===== src/hdl/bpb_pkg.sv =====
// Shared types and constants for the path blend block.
// Used by every module under hdl; depends on nothing.
`timescale 1ns / 1ps
`default_nettype none

package bpb_pkg;

    localparam int POINT_W         = 64;
    localparam int HALF_W          = 32;
    localparam int WEIGHT_W        = 20;
    localparam int WEIGHT_FRAC     = 16;
    localparam int COORD_W_DEFAULT = 32;

    localparam logic [WEIGHT_W-1:0] WEIGHT_RESET = 20'd32768;

    // configuration register map
    localparam int CFG_IDX_W = 1;
    localparam logic [CFG_IDX_W-1:0] REG_WEIGHT_A = 1'b0;
    localparam logic [CFG_IDX_W-1:0] REG_WEIGHT_B = 1'b1;

    // node continuity codes
    localparam logic [1:0] CONT_ANGLE     = 2'd0;
    localparam logic [1:0] CONT_SMOOTH    = 2'd1;
    localparam logic [1:0] CONT_SYMMETRIC = 2'd2;

    // segment position codes
    localparam logic [1:0] POS_FIRST = 2'd0;
    localparam logic [1:0] POS_LAST  = 2'd2;
    localparam logic [1:0] POS_ONLY  = 2'd3;

    // one blend lane per output coordinate
    localparam int N_LANES     = 6;
    localparam int LANE_NODE_X = 0;
    localparam int LANE_NODE_Y = 1;
    localparam int LANE_C1_X   = 2;
    localparam int LANE_C1_Y   = 3;
    localparam int LANE_C2_X   = 4;
    localparam int LANE_C2_Y   = 5;

    typedef struct packed {
        logic       curve;
        logic [1:0] continuity;
        logic       last;
        logic       closed;
    } t_meta;

endpackage

`default_nettype wire


===== src/hdl/bpb_lane.sv =====
// One blend lane: weighted sum of two coordinates, rounded and saturated.
// Products are registered; rounding and clamping follow combinationally after them.
// Depends on bpb_pkg.
`timescale 1ns / 1ps
`default_nettype none

module bpb_lane
    import bpb_pkg::*;
#(
    parameter int COORD_WIDTH = COORD_W_DEFAULT
) (
    input  logic                          i_clk,
    input  logic                          i_en,
    input  logic signed [COORD_WIDTH-1:0] i_coord_a,
    input  logic signed [COORD_WIDTH-1:0] i_coord_b,
    input  logic signed [WEIGHT_W-1:0]    i_weight_a,
    input  logic signed [WEIGHT_W-1:0]    i_weight_b,
    output logic signed [COORD_WIDTH-1:0] o_coord,
    output logic                          o_sat
);

    localparam int PW = COORD_WIDTH + WEIGHT_W;
    localparam int SW = PW + 1;
    localparam int RW = SW - WEIGHT_FRAC;
    localparam logic signed [SW-1:0] ROUND = SW'(64'sd1 <<< (WEIGHT_FRAC - 1));
    localparam logic signed [RW-1:0] C_MAX = RW'((64'sd1 <<< (COORD_WIDTH - 1)) - 64'sd1);
    localparam logic signed [RW-1:0] C_MIN = RW'(-(64'sd1 <<< (COORD_WIDTH - 1)));

    logic signed [PW-1:0] r_pa, r_pb;
    logic signed [SW-1:0] n_sum;
    logic signed [RW-1:0] w_res;

    always_ff @(posedge i_clk) begin
        if (i_en) begin
            r_pa <= PW'(i_coord_a) * PW'(i_weight_a);
            r_pb <= PW'(i_coord_b) * PW'(i_weight_b);
        end
    end

    assign n_sum = SW'(r_pa) + SW'(r_pb) + ROUND;
    assign w_res = signed'(n_sum[SW-1:WEIGHT_FRAC]);

    always_comb begin
        if (w_res > C_MAX) begin
            o_coord = C_MAX[COORD_WIDTH-1:0];
            o_sat   = 1'b1;
        end else if (w_res < C_MIN) begin
            o_coord = C_MIN[COORD_WIDTH-1:0];
            o_sat   = 1'b1;
        end else begin
            o_coord = w_res[COORD_WIDTH-1:0];
            o_sat   = 1'b0;
        end
    end

endmodule

`default_nettype wire


===== config.mk =====
export PLATFORM = sky130hd
export DESIGN_NAME = bpb_lane
export DESIGN_NICKNAME = d
export VERILOG_FILES = /design/src/hdl/bpb_pkg.sv /design/src/hdl/bpb_lane.sv
export SDC_FILE = /design/constraint.sdc
export NUM_CORES = 2
export LEC_CHECK = 0
export ABC_AREA = 0
export BUFFER_PORTS_ARGS = -buffer_cell sky130_fd_sc_hd__buf_4
export CAP_MARGIN = 20
export CORE_ASPECT_RATIO = 1.5
export CORE_MARGIN = 3
export CORE_UTILIZATION = 55
export CTS_CLUSTER_SIZE = 14
export DETAILED_ROUTE_END_ITERATION = 12
export PLACE_DENSITY = 0.7
export SKIP_CTS_REPAIR_TIMING = 1
export SYNTH_ARGS = -nofsm -noshare
export SYNTH_HDL_FRONTEND = slang
export SYNTH_SLANG_ARGS = --single-unit

===== constraint.sdc =====
create_clock -name i_clk -period 9.5 [get_ports i_clk]
set_input_delay 1.425 -clock i_clk [delete_from_list [all_inputs] [get_ports i_clk]]
set_output_delay 1.425 -clock i_clk [all_outputs]
set_load 0.01 [all_outputs]

==> results.py <==
metrics = {
    "status": {
        "status": "finished, final reports clean",
    },
    "place": {
        "routabilityCongestion": 0.928,
        "port_buffers": 138,
        "dp_hpwl_mm": 106,
    },
    "setup_path": {
        "end_kind": "register",
        "path_common_cell": "fa_1",
        "critPathBufInv": 7,
        "cp.required_ns": 9.62,
        "crit_fanout": 32,
        "path_class": "in -> reg",
        "crit_family": "adder cells",
        "crit_path_start_kind": "input pin",
        "slowest_delay_ns": 0.55,
        "cp.arrival_ns": 8.77,
        "slowest_stage": "fa_1",
    },
    "clocking": {
        "htreeDepth": 3,
        "cts_root_buf": "clkbuf_16",
        "cts.sinks": 104,
        "tritoncts": "done",
        "cts.reportedPaths.clkPinSlew_ns": 0.07,
        "cts_buffers": 9,
        "cts.path.max_buffers": 2,
    },
    "synth": {
        "synth_area_mm2": 0.0518,
        "synthAdderAreaFrac": 0.579,
        "synth_edf_count": 104,
        "ys_seq_area_frac": 0.0603,
        "synth_nets": 7364,
        "synth_seq_cells": 104,
        "synth_compound_area_frac": 0.0578,
        "muxShareOfSynthArea": 0,
        "synth_simple_gate_area_share": 0.155,
        "synth_top_family_by_area": "adder cells",
        "ys.flop_type": "edfxtp_1",
        "async_flop_share": 0,
        "synth_area_leaders": "fa_1, inv_1, ha_1",
        "syn_avg_cell_area_um2": 9.21,
        "synth_cell_types": 73,
        "synth_cells": 5623,
        "synth_top_cell_by_area": "fa_1",
        "synth-xor-area-share": 0.0247,
        "ys_warn_count": 0,
        "synth_top_area_frac": 0.492,
    },
    "worst_hold_path": {
        "hp-class": "in -> reg",
        "min_from": "i_coord_b[0]",
        "min_delay_path_depth": 2,
        "whs_endpoint": "r_pb[0]",
    },
    "grt": {
        "grt_pass1_vias": 40600,
        "grt_overflow_total": 0,
        "grt_max_degree": 55,
        "grt_use_total": 0.272,
        "grt_first_pass_wirelength_mm": 212,
        "antenna_found_initial": 0,
    },
    "floorplanning": {
        "dieArea_mm2": 0.0979,
        "rows": 137,
        "die_x_um": 257,
        "io_pins": 139,
        "core_mm2": 0.0932,
        "initial_core_util": 0.555,
        "fp.dieH_um": 382,
    },
    "sta": {
        "finalSetupViolations": 0,
        "fin_crit_ns": 8.64,
        "fmax_mhz": 116,
        "hold_violations": 0,
        "finalMaxSlewViolations": 0,
        "tightest_slew_ns": 0.784,
        "tns_ns": 0,
        "rsz0062_at_grt": "false",
        "post-route-period-util": 0.910,
        "slew_headroom": 0.476,
    },
    "cells_and_area": {
        "antennaDiodeCount": 0,
        "fillers": 8309,
        "seq_area_mm2": 0.00312,
        "area_growth_pct": 3.70,
        "drive_gt1_frac": 0.0349,
        "multi_input_area_mm2": 0.0423,
        "fin_nets": 7245,
    },
    "detailed_routing": {
        "drc": 0,
        "detail_route.first_pass.iterations": 6,
        "num_vias": 36700,
        "drt_iter0_drc": 2159,
        "avgViaCountPerCell": 5.43,
        "wl_mm": 128,
        "route.antenna.remaining_nets": 0,
        "wl_per_cell_um": 18.9,
    },
    "job": {
        "max_cap_viol_count": 0,
    },
}
cells in the final DEF, fill, tap and decap left out, drive strengths merged, types with 30 or more instances in the layout:
cell / n
xnor2: 110
nand2: 644
nand2b: 31
nand3: 30
a21oi: 143
edfxtp: 104
ha: 363
fa: 1272
inv: 1409
buf: 149
o21ai: 105
nor2: 115
a21o: 69
and2: 663
xor2: 36
cells by family after synthesis:
family,count (synthesis)
and+or+nand+nor,1588
DFF,104
AOI/OAI and AO/OA,460
xor gates and xnor gates,146
adders and majority gates,1635
buffers and inverters,1690
per-stage QoR:
stage	worst slack, ns	cell area (um2)	utilization	hold WS (ns)	cells
6_report	0.856	53700	0.576	1.58	6760
5_1_grt	0.485	53700	0.576	1.61	6760
4_1_cts	0.886	53700	0.576	1.57	6760
3_5_place_dp	0.504	53400	0.573	1.96	6744
3_3_place_gp	0.555	53400	0.573	1.96	6744
2_1_floorplan	1.35	51800	-	1.54	5623
worst max-delay path by stage:
stage	slack (ns)	end	from	depth (start not counted)
floorplan	1.35	r_pb[47]	i_weight_b[5]	24
detailed placement	0.50	r_pb[47]	i_weight_b[3]	26
CTS	0.89	r_pb[47]	i_weight_b[19]	23
global route	0.49	r_pb[51]	i_weight_b[19]	24
finish	0.86	r_pa[51]	i_weight_a[11]	26
global placement	0.55	r_pa[51]	i_weight_a[11]	26
synth_stat cells (all sizes together), types with 3 or more instances:
master,count
a2111oi,6
a211o,6
a211oi,13
a21boi,4
a21o,69
a21oi,143
a221oi,3
a31o,4
a31oi,13
a41oi,3
and2,663
and3,23
and4,4
buf,19
clkbuf,260
edfxtp,104
fa,1272
ha,363
inv,1409
nand2,644
nand2b,31
nand3,30
nand4,18
nor2,115
nor2b,15
nor3,18
nor3b,3
nor4,5
o211ai,4
o21a,15
o21ai,105
o21bai,29
o221ai,4
o311ai,6
o31a,3
o31ai,10
o41ai,4
or2,6
or3,4
or4,3
xnor2,110
xor2,36
per-layer routing:
layer	part of all wire	track usage	wire [um]	vias to the layer above
met5	0	0	0	-
met4	0.038	0.0930	4850	0
met3	0.067	0.0403	8620	301
met2	0.51	0.488	65900	1272
met1	0.38	0.336	48700	18900
li1	-	-	-	16200
layout make-up:
type | instances | area share
tap | 1251 | 0.0291
multi-input combinational | 3829 | 0.788
clock inverter | 7 | 0.00135
timing repair buffer | 149 | 0.0208
sequential | 104 | 0.0582
inverter | 1411 | 0.0986
clock buffer | 9 | 0.00419
state kept, by name (all words and copies together), names as in the netlist:
register and count:
r_pa 52, r_pb 52
Power is left out: the tool's default activity adds up to more than one toggle a clock period on the data nets, which glitch-free logic cannot reach.
