===== src/hdl/bpb_pkg.sv =====
// Shared types and constants for the path blend block.
// Used by every module under hdl; depends on nothing.
`timescale 1ns / 1ps
`default_nettype none

package bpb_pkg;

    localparam int POINT_W         = 64;
    localparam int HALF_W          = 32;
    localparam int WEIGHT_W        = 20;
    localparam int WEIGHT_FRAC     = 16;
    localparam int COORD_W_DEFAULT = 32;

    localparam logic [WEIGHT_W-1:0] WEIGHT_RESET = 20'd32768;

    // configuration register map
    localparam int CFG_IDX_W = 1;
    localparam logic [CFG_IDX_W-1:0] REG_WEIGHT_A = 1'b0;
    localparam logic [CFG_IDX_W-1:0] REG_WEIGHT_B = 1'b1;

    // node continuity codes
    localparam logic [1:0] CONT_ANGLE     = 2'd0;
    localparam logic [1:0] CONT_SMOOTH    = 2'd1;
    localparam logic [1:0] CONT_SYMMETRIC = 2'd2;

    // segment position codes
    localparam logic [1:0] POS_FIRST = 2'd0;
    localparam logic [1:0] POS_LAST  = 2'd2;
    localparam logic [1:0] POS_ONLY  = 2'd3;

    // one blend lane per output coordinate
    localparam int N_LANES     = 6;
    localparam int LANE_NODE_X = 0;
    localparam int LANE_NODE_Y = 1;
    localparam int LANE_C1_X   = 2;
    localparam int LANE_C1_Y   = 3;
    localparam int LANE_C2_X   = 4;
    localparam int LANE_C2_Y   = 5;

    typedef struct packed {
        logic       curve;
        logic [1:0] continuity;
        logic       last;
        logic       closed;
    } t_meta;

endpackage

`default_nettype wire


===== src/hdl/bpb_merge.sv =====
// Merge stage: packs the six lane results into points, folds the saturation
// flags and holds the output register with its handshake. Depends on bpb_pkg.
`timescale 1ns / 1ps
`default_nettype none

module bpb_merge
    import bpb_pkg::*;
#(
    parameter int COORD_WIDTH = COORD_W_DEFAULT
) (
    input  logic                          i_clk,
    input  logic                          i_rst_n,
    input  logic                          i_valid,
    input  t_meta                         i_meta,
    input  logic signed [COORD_WIDTH-1:0] i_coord [N_LANES],
    input  logic [N_LANES-1:0]            i_sat,
    input  logic                          i_out_ready,
    output logic                          o_advance,
    output logic                          o_out_valid,
    output logic [POINT_W-1:0]            o_out_node,
    output logic [POINT_W-1:0]            o_out_ctrl_one,
    output logic [POINT_W-1:0]            o_out_ctrl_two,
    output logic                          o_out_is_curve,
    output logic [1:0]                    o_out_continuity,
    output logic                          o_out_last,
    output logic                          o_out_closed,
    output logic                          o_out_saturated
);

    logic                r_valid;
    logic [POINT_W-1:0]  r_node, r_c1, r_c2;
    t_meta               r_meta;
    logic                r_sat;
    logic [POINT_W-1:0]  n_node, n_c1, n_c2;
    logic                n_sat;

    assign o_advance = !r_valid || i_out_ready;

    assign n_node = {HALF_W'(i_coord[LANE_NODE_X]), HALF_W'(i_coord[LANE_NODE_Y])};
    assign n_c1   = i_meta.curve ? {HALF_W'(i_coord[LANE_C1_X]), HALF_W'(i_coord[LANE_C1_Y])}
                                 : '0;
    assign n_c2   = i_meta.curve ? {HALF_W'(i_coord[LANE_C2_X]), HALF_W'(i_coord[LANE_C2_Y])}
                                 : '0;
    // control lanes only count when the result really is a curve
    assign n_sat  = i_sat[LANE_NODE_X] | i_sat[LANE_NODE_Y]
                  | (i_meta.curve & (i_sat[LANE_C1_X] | i_sat[LANE_C1_Y]
                                   | i_sat[LANE_C2_X] | i_sat[LANE_C2_Y]));

    always_ff @(posedge i_clk) begin
        if (!i_rst_n) begin
            r_valid <= 1'b0;
        end else if (o_advance) begin
            r_valid <= i_valid;
        end
    end

    always_ff @(posedge i_clk) begin
        if (o_advance) begin
            r_node <= n_node;
            r_c1   <= n_c1;
            r_c2   <= n_c2;
            r_meta <= i_meta;
            r_sat  <= n_sat;
        end
    end

    assign o_out_valid      = r_valid;
    assign o_out_node       = r_node;
    assign o_out_ctrl_one   = r_c1;
    assign o_out_ctrl_two   = r_c2;
    assign o_out_is_curve   = r_meta.curve;
    assign o_out_continuity = r_meta.continuity;
    assign o_out_last       = r_meta.last;
    assign o_out_closed     = r_meta.closed;
    assign o_out_saturated  = r_sat;

endmodule

`default_nettype wire


===== config.mk =====
export PLATFORM = sky130hd
export DESIGN_NAME = bpb_merge
export DESIGN_NICKNAME = d
export VERILOG_FILES = /design/src/hdl/bpb_pkg.sv /design/src/hdl/bpb_merge.sv
export SDC_FILE = /design/constraint.sdc
export NUM_CORES = 1
export LEC_CHECK = 0
export BUFFER_PORTS_ARGS = -buffer_cell sky130_fd_sc_hd__buf_4
export CORE_AREA = 5 5 154 156
export DETAILED_ROUTE_END_ITERATION = 8
export DIE_AREA = 0 0 159 161
export HOLD_SLACK_MARGIN = 0.08
export SETUP_SLACK_MARGIN = 0.3
export SKIP_LAST_GASP = 1
export SYNTH_ARGS = -nofsm -noshare
export SYNTH_HDL_FRONTEND = slang
export SYNTH_SLANG_ARGS = --single-unit

===== constraint.sdc =====
create_clock -name i_clk -period 15.8 [get_ports i_clk]
set_input_delay 4.74 -clock i_clk [delete_from_list [all_inputs] [get_ports i_clk]]
set_output_delay 4.74 -clock i_clk [all_outputs]
set_load 0.03 [all_outputs]

==> implementation parameters <==
Parameter                              Value

Setup path
  Element type at the critical path end ... output pin
  Crit path max-delay family ... simple AND/OR/NAND/NOR gates
  Worst setup path end ... o_advance
  Crit path launch type ... input port
  Delay of the slowest cell on the worst path ... 0.63 ns
  Crit Reg-Reg Startpoint ... o_out_valid
  Max stage delay cell, worst path ... sky130_fd_sc_hd__nand2b_4
  Worst path buffer plus inverter count ... 2
  Worst EP arrival ... 5.75 ns
  Setup slack on the worst flop-to-flop path ... 13.47 ns
  Worst r2r path cells ... 2
  Critical path depth in cells ... 3
  Worst setup path startpoint ... i_out_ready
  Critical-path maximum fanout ... 62
  Endpoint of the worst-slack reg-to-reg timing path ... o_out_ctrl_one[6]
  Required time worst endpoint ... 11.06 ns
  Cell breakdown of the critical path ... buf_4, nand2b_4, buf_4
  Cell type with the highest occurrence count on the critical path ... sky130_fd_sc_hd__buf_4
  Type of the worst setup path ... in -> out

Timing
  Final-layout worst hold slack ... 1.17 ns
  Slew at the pin closest to its max-slew limit ... 1.03 ns
  Minimum clock period ... 10.49 ns
  Skew final ... 0.0118 ns
  Setup_tns ... 0 ns
  Tcrit/Tclk final ... 66.4%
  Max transition margin ... 31.2%
  Final Hold Vio Count ... 0
  Count of final setup violators ... 0
  Peak Freq ... 95.4 MHz
  Max-slew violation count ... 0
  Final WS setup ... 5.31 ns
  Unrepaired setup endpoints after global routing ... no

GRT
  Antenna violations before repair ... 0
  Maximum number of pins on one net before global-route repair ... 131
  Vias in the first global route ... 4754
  Total GRT Usage ... 14.4%
  Wire length of the first global-routing pass ... 28.6 mm
  Total congestion overflow after global routing ... 0

Cells and area
  Proportion of layout cells with a drive suffix above 1 ... 56.9%
  Top library cells by usage in the layout, fill and taps aside ... sky130_fd_sc_hd__buf_4, sky130_fd_sc_hd__edfxtp_1, sky130_fd_sc_hd__and2_1
  Number of nets in the final layout ... 967
  Post-route insts no fill ... 1058
  Commonest non-fill, non-tap cell in the layout ... sky130_fd_sc_hd__buf_4
  ANT cells ... 0
  End-of-flow core utilization ... 48.7%
  Final cell area excluding filler cells ... 10800 sq um
  Area Overhead vs Synth ... 55.7%

Pwr
  Overall power of the completed layout ... 1.27 mW
  PwrDens ... 118 nW/um^2
  Leakage ... 4.79 nW
  Highest ir drop seen on vdd ... 0.0611 mV

Clock tree
  Longest Clk Path Bufs ... 2
  Post CTS Setup Buffer Count ... 0
  PostCTS Resize Cnt ... 0
  Hold-fix buffers, CTS ... 0
  Number of sinks handled by clock tree synthesis ... 199
  Clock slew at reported path FFs ... 0.07 ns
  Number of buffers inserted during clock tree synthesis ... 17
  Source-to-sink clock delay at the later pin of the worst-skew pair ... 0.42 ns
  Clock H-tree levels ... 4
  CTS tree ... yes
  Cell at the root of the clock tree ... sky130_fd_sc_hd__clkbuf_16

Detailed routing
  Wire length per cell after detailed routing ... 18.2 um
  Via count ... 4448
  First-iteration detailed-routing DRC count ... 212
  WL final ... 19.3 mm
  Pre-antenna DRT Iters ... 4
  DRC violations left ... 0
  Remaining number of nets flagged by the antenna check after routing ... 0
  Routed vias/inst ... 4.20

Yosys
  Synth Area in Simple Gates ... 11.7%
  Post-synthesis compound-gate area fraction ... 0.234%
  Synth Cell Area ... 6950 sq um
  Adder-cell share of the synthesized area ... 0%
  Number of nets in the synthesized netlist ... 554
  Post-Syn Instances ... 347
  Dominant combinational cell family by area after synthesis ... simple AND/OR/NAND/NOR gates
  Cell variety after synth ... 11
  Flip-flop and latch count after synthesis ... 199
  Seq/Total Area, Yosys ... 85.9%
  Share of cell area taken by muxes after synthesis ... 0%
  Total number of yosys warnings ... 0
  Xor-xnor portion of the synthesized cell area ... 0%
  Mapped Avg Cell Area ... 20.0 sq um

Floorplan
  Die width ... 159 um
  Number of top-level pins ... 407
  Starting Density ... 31.2%
  Die area ... 25600 sq um
  Die span in y ... 161 um
  Number of cell rows ... 55
  Core area ... 22200 sq um

Placement
  Gpl congestion ... 0.732
  Placed instance area ... 10200 sq um
  Total half-perimeter wirelength after legalization and detailed placement ... 14.8 mm
  Placed insts ... 1026
  Worst slack after detailed placement ... 5.29 ns
  Port Buffer Count ... 406

Run status
  Outcome ... finished, final reports clean

Job
  Max-capacitance violation count ... 0

Worst hold path
  Path category of the worst min-delay check ... reg -> reg
-- Yosys cell counts --
cell type | n | area share (%)
sky130_fd_sc_hd__dfxtp_1 | 1 | 0.29
sky130_fd_sc_hd__nand2_1 | 1 | 0.054
sky130_fd_sc_hd__and2_1 | 128 | 12
sky130_fd_sc_hd__a21boi_0 | 1 | 0.11
sky130_fd_sc_hd__o41ai_1 | 1 | 0.13
sky130_fd_sc_hd__buf_2 | 2 | 0.14
sky130_fd_sc_hd__edfxtp_1 | 198 | 86
sky130_fd_sc_hd__buf_6 | 12 | 1.9
sky130_fd_sc_hd__nand2b_1 | 1 | 0.090
sky130_fd_sc_hd__inv_1 | 1 | 0.054
sky130_fd_sc_hd__nor2_1 | 1 | 0.054
-- layout make-up --
cell class	count	area, sq um
Timing Repair Buffer	408	3060
Tap cell	285	357
Fill cell	1919	11400
Inverter	1	3.75
Clock buffer	18	429
Sequential cell	199	5970
Multi-Input combinational cell	133	838
Clock inverter	14	159
-- worst min path at each step --
stage / from / to / slack (ns) / cells past startpoint
after global routing: o_out_valid / o_out_ctrl_two[22] / 1.25 / 1
after global placement: o_out_valid / o_out_ctrl_two[22] / 1.15 / 1
final: o_out_valid / o_out_ctrl_two[14] / 1.17 / 1
after CTS: o_out_valid / o_out_ctrl_two[22] / 1.20 / 1
after floorplan: i_meta[0] / o_out_closed / 4.84 / 0
after detailed placement: o_out_valid / o_out_ctrl_two[22] / 1.17 / 1
-- where the power goes --
part	internal (mW)	switching [mW]
registers	0.624	0.0113
clock network	0.225	0.205
logic	0.0861	0.120
total	0.935	0.336
-- state kept, by name, summed over array words and instances, names as in the netlist --
register / cells
o_out_saturated: 1
o_out_continuity: 2
o_out_last: 1
o_out_node: 64
o_out_is_curve: 1
o_out_closed: 1
o_out_ctrl_one: 64
o_out_valid: 1
o_out_ctrl_two: 64
-- kinds of logic (layout without fill, tap and decap cells) --
kind of cell | Yosys count | in the layout
AO/OA/AOI/OAI | 2 | 2
buffers and inverters | 15 | 441
flip-flops | 199 | 199
AND/OR/NAND/NOR | 131 | 131
-- per-layer routing --
metal,track usage (%),part of all wire (%),up-vias
met5,0,0,-
li1,-,-,2081
met4,3.88,1.1,0
met2,25.0,52,245
met3,7.17,11,11
met1,15.6,36,2111
No activity file was read; power rests on OpenSTA's default activity.
