## src/hdl/bpb_pkg.sv

```systemverilog
// Shared types and constants for the path blend block.
// Used by every module under hdl; depends on nothing.
`timescale 1ns / 1ps
`default_nettype none

package bpb_pkg;

    localparam int POINT_W         = 64;
    localparam int HALF_W          = 32;
    localparam int WEIGHT_W        = 20;
    localparam int WEIGHT_FRAC     = 16;
    localparam int COORD_W_DEFAULT = 32;

    localparam logic [WEIGHT_W-1:0] WEIGHT_RESET = 20'd32768;

    // configuration register map
    localparam int CFG_IDX_W = 1;
    localparam logic [CFG_IDX_W-1:0] REG_WEIGHT_A = 1'b0;
    localparam logic [CFG_IDX_W-1:0] REG_WEIGHT_B = 1'b1;

    // node continuity codes
    localparam logic [1:0] CONT_ANGLE     = 2'd0;
    localparam logic [1:0] CONT_SMOOTH    = 2'd1;
    localparam logic [1:0] CONT_SYMMETRIC = 2'd2;

    // segment position codes
    localparam logic [1:0] POS_FIRST = 2'd0;
    localparam logic [1:0] POS_LAST  = 2'd2;
    localparam logic [1:0] POS_ONLY  = 2'd3;

    // one blend lane per output coordinate
    localparam int N_LANES     = 6;
    localparam int LANE_NODE_X = 0;
    localparam int LANE_NODE_Y = 1;
    localparam int LANE_C1_X   = 2;
    localparam int LANE_C1_Y   = 3;
    localparam int LANE_C2_X   = 4;
    localparam int LANE_C2_Y   = 5;

    typedef struct packed {
        logic       curve;
        logic [1:0] continuity;
        logic       last;
        logic       closed;
    } t_meta;

endpackage

`default_nettype wire

```

## src/hdl/bpb_third.sv

```systemverilog
// Pipelined third point: round((2*far + near) / 3), ties upward, in three stages.
// Divide by three is a reciprocal multiply split into four partial products.
// Depends on bpb_pkg.
`timescale 1ns / 1ps
`default_nettype none

module bpb_third
    import bpb_pkg::*;
#(
    parameter int COORD_WIDTH = COORD_W_DEFAULT
) (
    input  logic                          i_clk,
    input  logic                          i_en,
    input  logic signed [COORD_WIDTH-1:0] i_far,
    input  logic signed [COORD_WIDTH-1:0] i_near,
    output logic signed [COORD_WIDTH-1:0] o_point
);

    localparam int ZW = COORD_WIDTH + 2;
    localparam int SW = COORD_WIDTH + 3;
    localparam int K  = ZW + 1;
    localparam int H  = (ZW + 1) / 2;
    localparam int PW = 2 * H;
    localparam int FW = 4 * H;
    localparam logic [63:0] RECIP = ((64'd1 << K) + 64'd2) / 64'd3;
    // offset keeps the dividend positive; removed again by flipping the top bit
    localparam logic signed [SW-1:0] BIAS = SW'((64'sd3 <<< (COORD_WIDTH - 1)) + 64'sd1);

    logic signed [SW-1:0]          n_sum;
    logic [ZW-1:0]                 r_z;
    logic [H-1:0]                  w_zl, w_zh, w_ml, w_mh;
    logic [PW-1:0]                 r_pll, r_plh, r_phl, r_phh;
    logic [FW-1:0]                 n_full;
    logic [COORD_WIDTH-1:0]        w_q;
    logic signed [COORD_WIDTH-1:0] r_point;

    assign n_sum = (SW'(i_far) <<< 1) + SW'(i_near) + BIAS;

    assign w_zl = r_z[H-1:0];
    assign w_zh = H'(r_z[ZW-1:H]);
    assign w_ml = RECIP[H-1:0];
    assign w_mh = H'(RECIP[ZW-1:H]);

    assign n_full = FW'(r_pll) + (FW'(r_plh) << H) + (FW'(r_phl) << H) + (FW'(r_phh) << PW);
    assign w_q    = n_full[K +: COORD_WIDTH];

    always_ff @(posedge i_clk) begin
        if (i_en) begin
            r_z     <= n_sum[ZW-1:0];
            r_pll   <= PW'(w_zl) * PW'(w_ml);
            r_plh   <= PW'(w_zl) * PW'(w_mh);
            r_phl   <= PW'(w_zh) * PW'(w_ml);
            r_phh   <= PW'(w_zh) * PW'(w_mh);
            r_point <= signed'({~w_q[COORD_WIDTH-1], w_q[COORD_WIDTH-2:0]});
        end
    end

    assign o_point = r_point;

endmodule

`default_nettype wire

```

## config.mk

```make
export PLATFORM = sky130hd
export DESIGN_NAME = bpb_third
export DESIGN_NICKNAME = d
export VERILOG_FILES = /design/src/hdl/bpb_pkg.sv /design/src/hdl/bpb_third.sv
export SDC_FILE = /design/constraint.sdc
export NUM_CORES = 1
export LEC_CHECK = 0
export ABC_AREA = 1
export ABC_CLOCK_PERIOD_IN_PS = 5400
export BUFFER_PORTS_ARGS = -buffer_cell sky130_fd_sc_hd__buf_2
export CAP_MARGIN = 30
export CORE_MARGIN = 3
export CORE_UTILIZATION = 59
export CTS_CLUSTER_SIZE = 10
export DETAILED_ROUTE_END_ITERATION = 10
export GPL_ROUTABILITY_DRIVEN = 0
export PLACE_DENSITY = 0.79
export SLEW_MARGIN = 25
export SYNTH_ARGS = -nofsm -noshare
export SYNTH_HDL_FRONTEND = slang
export SYNTH_SLANG_ARGS = --single-unit
```

## constraint.sdc

```tcl
create_clock -name i_clk -period 5.4 [get_ports i_clk]
set_input_delay 0.27 -clock i_clk [delete_from_list [all_inputs] [get_ports i_clk]]
set_output_delay 0.27 -clock i_clk [all_outputs]
set_load 0.01 [all_outputs]
```

==> results of run 1 <==
[area by class of cell]
type                    count  area [um2]
fillers                  3551       14800
flip-flops and latches    181        5440
clock inverters            15         170
clock buffers              17         425
well taps                 592         741
inverters                 780        2930
repair buffers            188        1170
multi-input cells        2310       19000
[worst max-delay path by stage]
stage | start | to | slack [ps] | cells past startpoint
6_report | r_z[19]$_DFFE_PP_ | r_phh[26]$_DFFE_PP_ | 50 | 19
4_1_cts | r_z[7]$_DFFE_PP_ | r_pll[29]$_DFFE_PP_ | 20 | 17
2_1_floorplan | r_z[6]$_DFFE_PP_ | r_plh[33]$_DFFE_PP_ | 270 | 20
3_3_place_gp | r_z[21]$_DFFE_PP_ | r_phh[32]$_DFFE_PP_ | 110 | 20
3_5_place_dp | r_z[21]$_DFFE_PP_ | r_phh[32]$_DFFE_PP_ | 50 | 20
5_1_grt | r_z[19]$_DFFE_PP_ | r_phh[32]$_DFFE_PP_ | -160 | 22
[logic make-up after synthesis]
group	share of synthesized area
adder cells (fa/ha/maj)	0.403
flip-flops	0.201
buffers and inverters	0.109
AO/OA/AOI/OAI	0.0790
AND/OR/NAND/NOR	0.169
XOR/XNOR	0.0392
[cells in the final DEF (no fill, tap or decap), drive strengths merged]
cell type and n:
inv 789, nand2 636, ha 437, fa 271, nor2 235, a21oi 197, buf 188, edfxtp 181
nand3 132, o21ai 104, xor2 97, nand4 40, nor3 40, o21bai 24, xnor2 24, a21o 22
clkbuf 17, a31oi 10, o211ai 10, a21boi 7, o21a 5, nor4 5, clkinv 5, nand3b 4
or2 2, and2 2, and3 2, a22oi 1, clkinvlp 1, a211oi 1, o2111ai 1, o311ai 1
[timing repair]
action / in CTS / in global routing
buffers inserted: 0 / 30
gates resized for setup: 0 / 78
setup endpoints to repair: 0 / 61
[routing by layer]
layer | vias to the layer above | share of wire | GRT usage
li1 | 10800 | - | -
met1 | 10600 | 0.40 | 0.415
met2 | 1192 | 0.46 | 0.503
met3 | 221 | 0.097 | 0.0585
met4 | 0 | 0.042 | 0.118
met5 | - | 0 | 0
[flip-flops by register name, indices dropped and copies added, names as in the netlist]
signal and count:
o_point 32, r_plh 34, r_phl 32, r_pll 16, r_phh 33, r_z 34
[stage by stage]
| step | hold WS, ps | TNS [ps] |
|---|---|---|
| 3_3_place_gp | 537 | 0 |
| 4_1_cts | 37.8 | 0 |
| 5_1_grt | 63.2 | -2510 |
| 6_report | 61.3 | 0 |
| 2_1_floorplan | 382 | 0 |
| 3_5_place_dp | 535 | 0 |
[critical path: cells and delay by family, from the launching register on]
kind | cells | cell delay [ps]
buffers and inverters | 5 | 420
adders and majority gates | 7 | 3100
AOI/OAI and AO/OA | 3 | 550
xor gates and xnor gates | 2 | 380
DFF | 1 | 440
and+or+nand+nor | 2 | 200
==> flow_metrics.py, run 1 <==
metrics = {
    "drt": {
        "drtIter0Drc": 2403,
        "dr.pass1.iters": 8,
        "vias": 22900,
        "wl_um": 73700,
        "wl_per_cell_um": 18.1,
        "ant_nets": 0,
        "drc": 0,
        "avgViaCountPerCell": 5.61,
    },
    "cts": {
        "clock_path_buffers": 2,
        "cts.sinks": 181,
        "cts_buffers": 17,
        "postCtsHoldBufs": 0,
        "clkLatencyLatePin_ps": 480,
        "cts_tree": "done",
        "root_buffer": "clkbuf_16",
        "htree_levels": 4,
        "clk_pin_slew_ps": 80,
    },
    "finish": {
        "stdcell_count": 4083,
        "num_antenna_cells": 0,
        "nets": 4252,
        "drive_gt1_frac": 0.0877,
        "final_core_util": 0.668,
        "syn_to_final_growth_pct": 10.5,
        "fin_area_mm2": 0.0299,
    },
    "sta": {
        "max_freq_mhz": 187,
        "tightest_slew_ps": 948,
        "final.setup_skew_ps": 16.2,
        "post-route-min-period_ps": 5350,
        "rsz0062_at_grt": "true",
        "fin_crit_sh": 0.991,
        "setup_violations": 0,
        "setup_ws_ps": 46.4,
        "finalHoldViolations": 0,
        "final_max_slew_viol_count": 0,
        "slew_headroom": 0.368,
    },
    "worst_setup_path": {
        "required_ps": 5620,
        "ff2ff_path_depth": 19,
        "cp_data_arrival_time_ps": 5570,
        "crit_type": "flop to flop",
        "path_cells": "buf_4, ha_1, xor2_2, ha_1, inv_1, fa_1, fa_1, inv_1, fa_1, inv_1, fa_1, inv_1, ha_1, a21o_1, a21oi_1, o21ai_1, nand2_1, nand3_1, xor2_1",
        "crit_path_end_kind": "flop",
        "cp_max_fo": 5,
        "worst_r2r_endpoint": "r_phh[26]$_DFFE_PP_",
        "r2r-start": "r_z[19]$_DFFE_PP_",
        "slowest_delay_ps": 610,
        "ff2ff_setup_slack_ps": 50,
        "startpoint_type": "flop",
        "worst_path_max_delay_cell": "fa_1",
    },
    "yosys": {
        "ys_types": 42,
        "synth-edff-count": 181,
        "seq_area_frac_synth": 0.201,
        "async_flop_share": 0,
        "synth_top_area_share": 0.202,
        "yosysMostFrequentCell": "inv_1",
        "yosys_warnings": 0,
        "yosys.area.top_type": "ha_1",
        "synthTopCellsByCount": "776 x inv_1, 632 x nand2_1, 437 x ha_1",
        "synthCells": 3274,
        "syn_area_per_cell_um2": 8.25,
        "syn_nets": 4048,
        "ys_seq_elements": 181,
        "synth_ff_type": "edfxtp_1",
        "synth_area_leaders": "ha_1 20%, edfxtp_1 20%, fa_1 20%, inv_1 11%, nand2_1 8.8%",
        "synth_area_mm2": 0.0270,
    },
    "die": {
        "coreArea_mm2": 0.0447,
        "initial_core_util": 0.605,
        "dieArea_mm2": 0.0484,
        "die_h_um": 220,
        "num_rows": 77,
        "die_x_um": 220,
        "io_pins": 98,
    },
    "grt": {
        "grt_pass1_wl_um": 116000,
        "grt_max_degree": 97,
        "grt_pass1_vias": 22800,
        "grt_overflow": 0,
        "grt_usage": 0.310,
        "antenna_found_initial": 0,
    },
    "placed_design": {
        "place_area_mm2": 0.0287,
        "dp.cells": 4021,
        "place_worst_setup_slack_ps": 48.1,
        "dpl.hpwl_um": 62200,
        "io_buffers": 97,
    },
    "job": {
        "cap_violations": 0,
    },
    "min_path": {
        "min_path_cells": 2,
        "hp-start": "i_near[0]",
        "hold_path.class": "input port to flop",
        "hold_end": "r_z[0]$_DFFE_PP_",
    },
    "outcome": {
        "status": "complete, no violations",
    },
}
Power of run 1 is left out: the tool's default activity adds up to more than one toggle a clock period on the data nets, which glitch-free logic cannot reach.
==> inputs of run 2 (changes only) <==
CORE_UTILIZATION = 60   (was 59)
CTS_BUF_LIST = sky130_fd_sc_hd__clkbuf_8   (was not set)
PLACE_DENSITY = 0.81   (was 0.79)
==> flow_metrics.py, run 2 (synthesized netlist as in run 1, its figures left out) <==
metrics = {
    "cts": {
        "clkLatencyLatePin_ps": 530,
        "root_buffer": "clkbuf_8",
        "cts_tree": "done",
        "clock_path_buffers": 2,
        "clk_pin_slew_ps": 110,
        "cts.sinks": 181,
        "cts_buffers": 17,
        "htree_levels": 4,
    },
    "drt": {
        "drtIter0Drc": 2343,
        "wl_um": 74900,
        "wl_met1_um": 29500,
        "drc": 0,
        "ant_nets": 0,
        "route.met3.wl_um": 7110,
        "dr.pass1.iters": 7,
        "vias": 23200,
        "avgViaCountPerCell": 5.69,
        "highest_layer": "met5",
        "wl_met2_um": 34400,
        "wl_per_cell_um": 18.4,
    },
    "sta": {
        "final_max_slew_viol_count": 0,
        "rsz0062_at_grt": "true",
        "slew_headroom": 0.433,
        "finalHoldViolations": 0,
        "post-route-min-period_ps": 5380,
        "setup_violations": 0,
        "setup_tns_ps": 0,
        "fin_crit_sh": 0.997,
        "max_freq_mhz": 186,
        "tightest_slew_ps": 850,
        "final.setup_skew_ps": 22.0,
    },
    "finish": {
        "reg_top3": "r_plh (34), r_z (34), r_phh (33)",
        "drive_gt1_frac": 0.0936,
        "num_antenna_cells": 0,
        "final_core_util": 0.672,
        "most-common-layout-cells": "771 x inv_1, 628 x nand2_1, 414 x ha_1, 269 x fa_1, 216 x nor2_1",
        "nets": 4245,
        "final_common_cell": "inv_1",
        "num-fill-cells": 3435,
        "syn_to_final_growth_pct": 10.2,
    },
    "placed_design": {
        "dpl.hpwl_um": 62500,
        "io_buffers": 97,
    },
    "grt": {
        "grt_usage": 0.313,
        "grt_pass1_vias": 22900,
        "grt_pass1_wl_um": 116000,
        "grt_max_degree": 88,
        "antenna_found_initial": 1,
        "grt_overflow": 0,
    },
    "worst_setup_path": {
        "required_ps": 5680,
        "ff2ff_setup_slack_ps": 20,
        "startpoint_type": "flop",
        "ff2ff_path_depth": 17,
        "crit_path_end_kind": "flop",
        "cp_data_arrival_time_ps": 5660,
        "r2r-start": "r_z[21]$_DFFE_PP_",
        "worst_path_max_delay_cell": "fa_1",
        "crit_type": "flop to flop",
        "worstSetupStartpoint": "r_z[21]$_DFFE_PP_",
        "cp_common_cell": "fa_1",
        "path_cells": "ha_4, fa_1, fa_1, inv_1, fa_1, inv_1, fa_1, inv_1, fa_1, inv_1, ha_4, a21oi_1, nand2_1, o21bai_1, a21oi_1, o21ai_1, xor2_1",
        "cp_num_buf_inv": 4,
        "slowest_delay_ps": 580,
        "critPathTopFamily": "adder cells",
        "crit_cells": 17,
        "cp_max_fo": 10,
        "cp-endpoint": "r_phh[21]$_DFFE_PP_",
        "worst_r2r_endpoint": "r_phh[21]$_DFFE_PP_",
    },
    "die": {
        "coreArea_mm2": 0.0443,
        "dieArea_mm2": 0.0476,
        "die_x_um": 218,
        "io_pins": 98,
        "num_rows": 77,
        "initial_core_util": 0.610,
        "die_h_um": 218,
    },
    "min_path": {
        "hold_path.class": "input port to flop",
    },
    "outcome": {
        "status": "complete, no violations",
    },
    "job": {
        "cap_violations": 0,
    },
}
==> run 2: metrics by stage <==
stage          cell area [um2]  setup slack, ps  instances  hold slack [ps]
2_1_floorplan            27000              267       3274              382
3_3_place_gp             28700             77.4       4021              532
3_5_place_dp             28700             30.7       4021              532
4_1_cts                  29200             13.9       4056              122
5_1_grt                  29800             -142       4076              158
6_report                 29800             15.9       4076              149
==> run 2: worst register-to-register path, stage by stage (launching register included) <==
cell,delay [ps]
edfxtp_1,520
ha_4,310
fa_1,500
fa_1,520
inv_1,80
fa_1,580
inv_1,80
fa_1,550
inv_1,60
fa_1,540
inv_1,70
ha_4,290
a21oi_1,230
nand2_1,150
o21bai_1,230
a21oi_1,140
o21ai_1,120
xor2_1,160
==> run 2: cell type report <==
cell class | count | area, um2 | share of cell area
clock inverters | 15 | 200 | 0.00672
clock buffers | 17 | 234 | 0.00786
inverters | 780 | 2930 | 0.0983
well taps | 592 | 741 | 0.0249
multi-input cells | 2310 | 19100 | 0.642
repair buffers | 181 | 1120 | 0.0378
flip-flops and latches | 181 | 5440 | 0.182
==> run 2: worst min path at each step <==
stage,slack [ps],start,cells past startpoint,to
finish,150,i_near[1],3,r_z[1]$_DFFE_PP_
global placement,530,i_near[0],2,r_z[0]$_DFFE_PP_
global route,160,i_near[1],3,r_z[1]$_DFFE_PP_
floorplan,380,i_en,0,o_point[0]$_DFFE_PP_
detailed placement,530,i_near[0],2,r_z[0]$_DFFE_PP_
CTS,120,i_near[1],3,r_z[1]$_DFFE_PP_
==> run 2: repair_timing <==
| action | CTS | global route |
|---|---|---|
| pin swaps | 0 | 20 |
| hold buffers | 1 | 0 |
| endpoints found under the hold margin | 1 | 0 |
| setup buffers | 2 | 20 |
| resized for setup | 1 | 109 |
| endpoints found under the setup margin | 3 | 60 |
==> run 2: routing by layer <==
layer | global-route usage | vias to the layer above
met1 | 0.405 | 10800
met4 | 0.144 | 2
li1 | - | 10800
met2 | 0.509 | 1246
met3 | 0.0612 | 295
met5 | 0 | -
Power of run 2 is left out for the same reason.
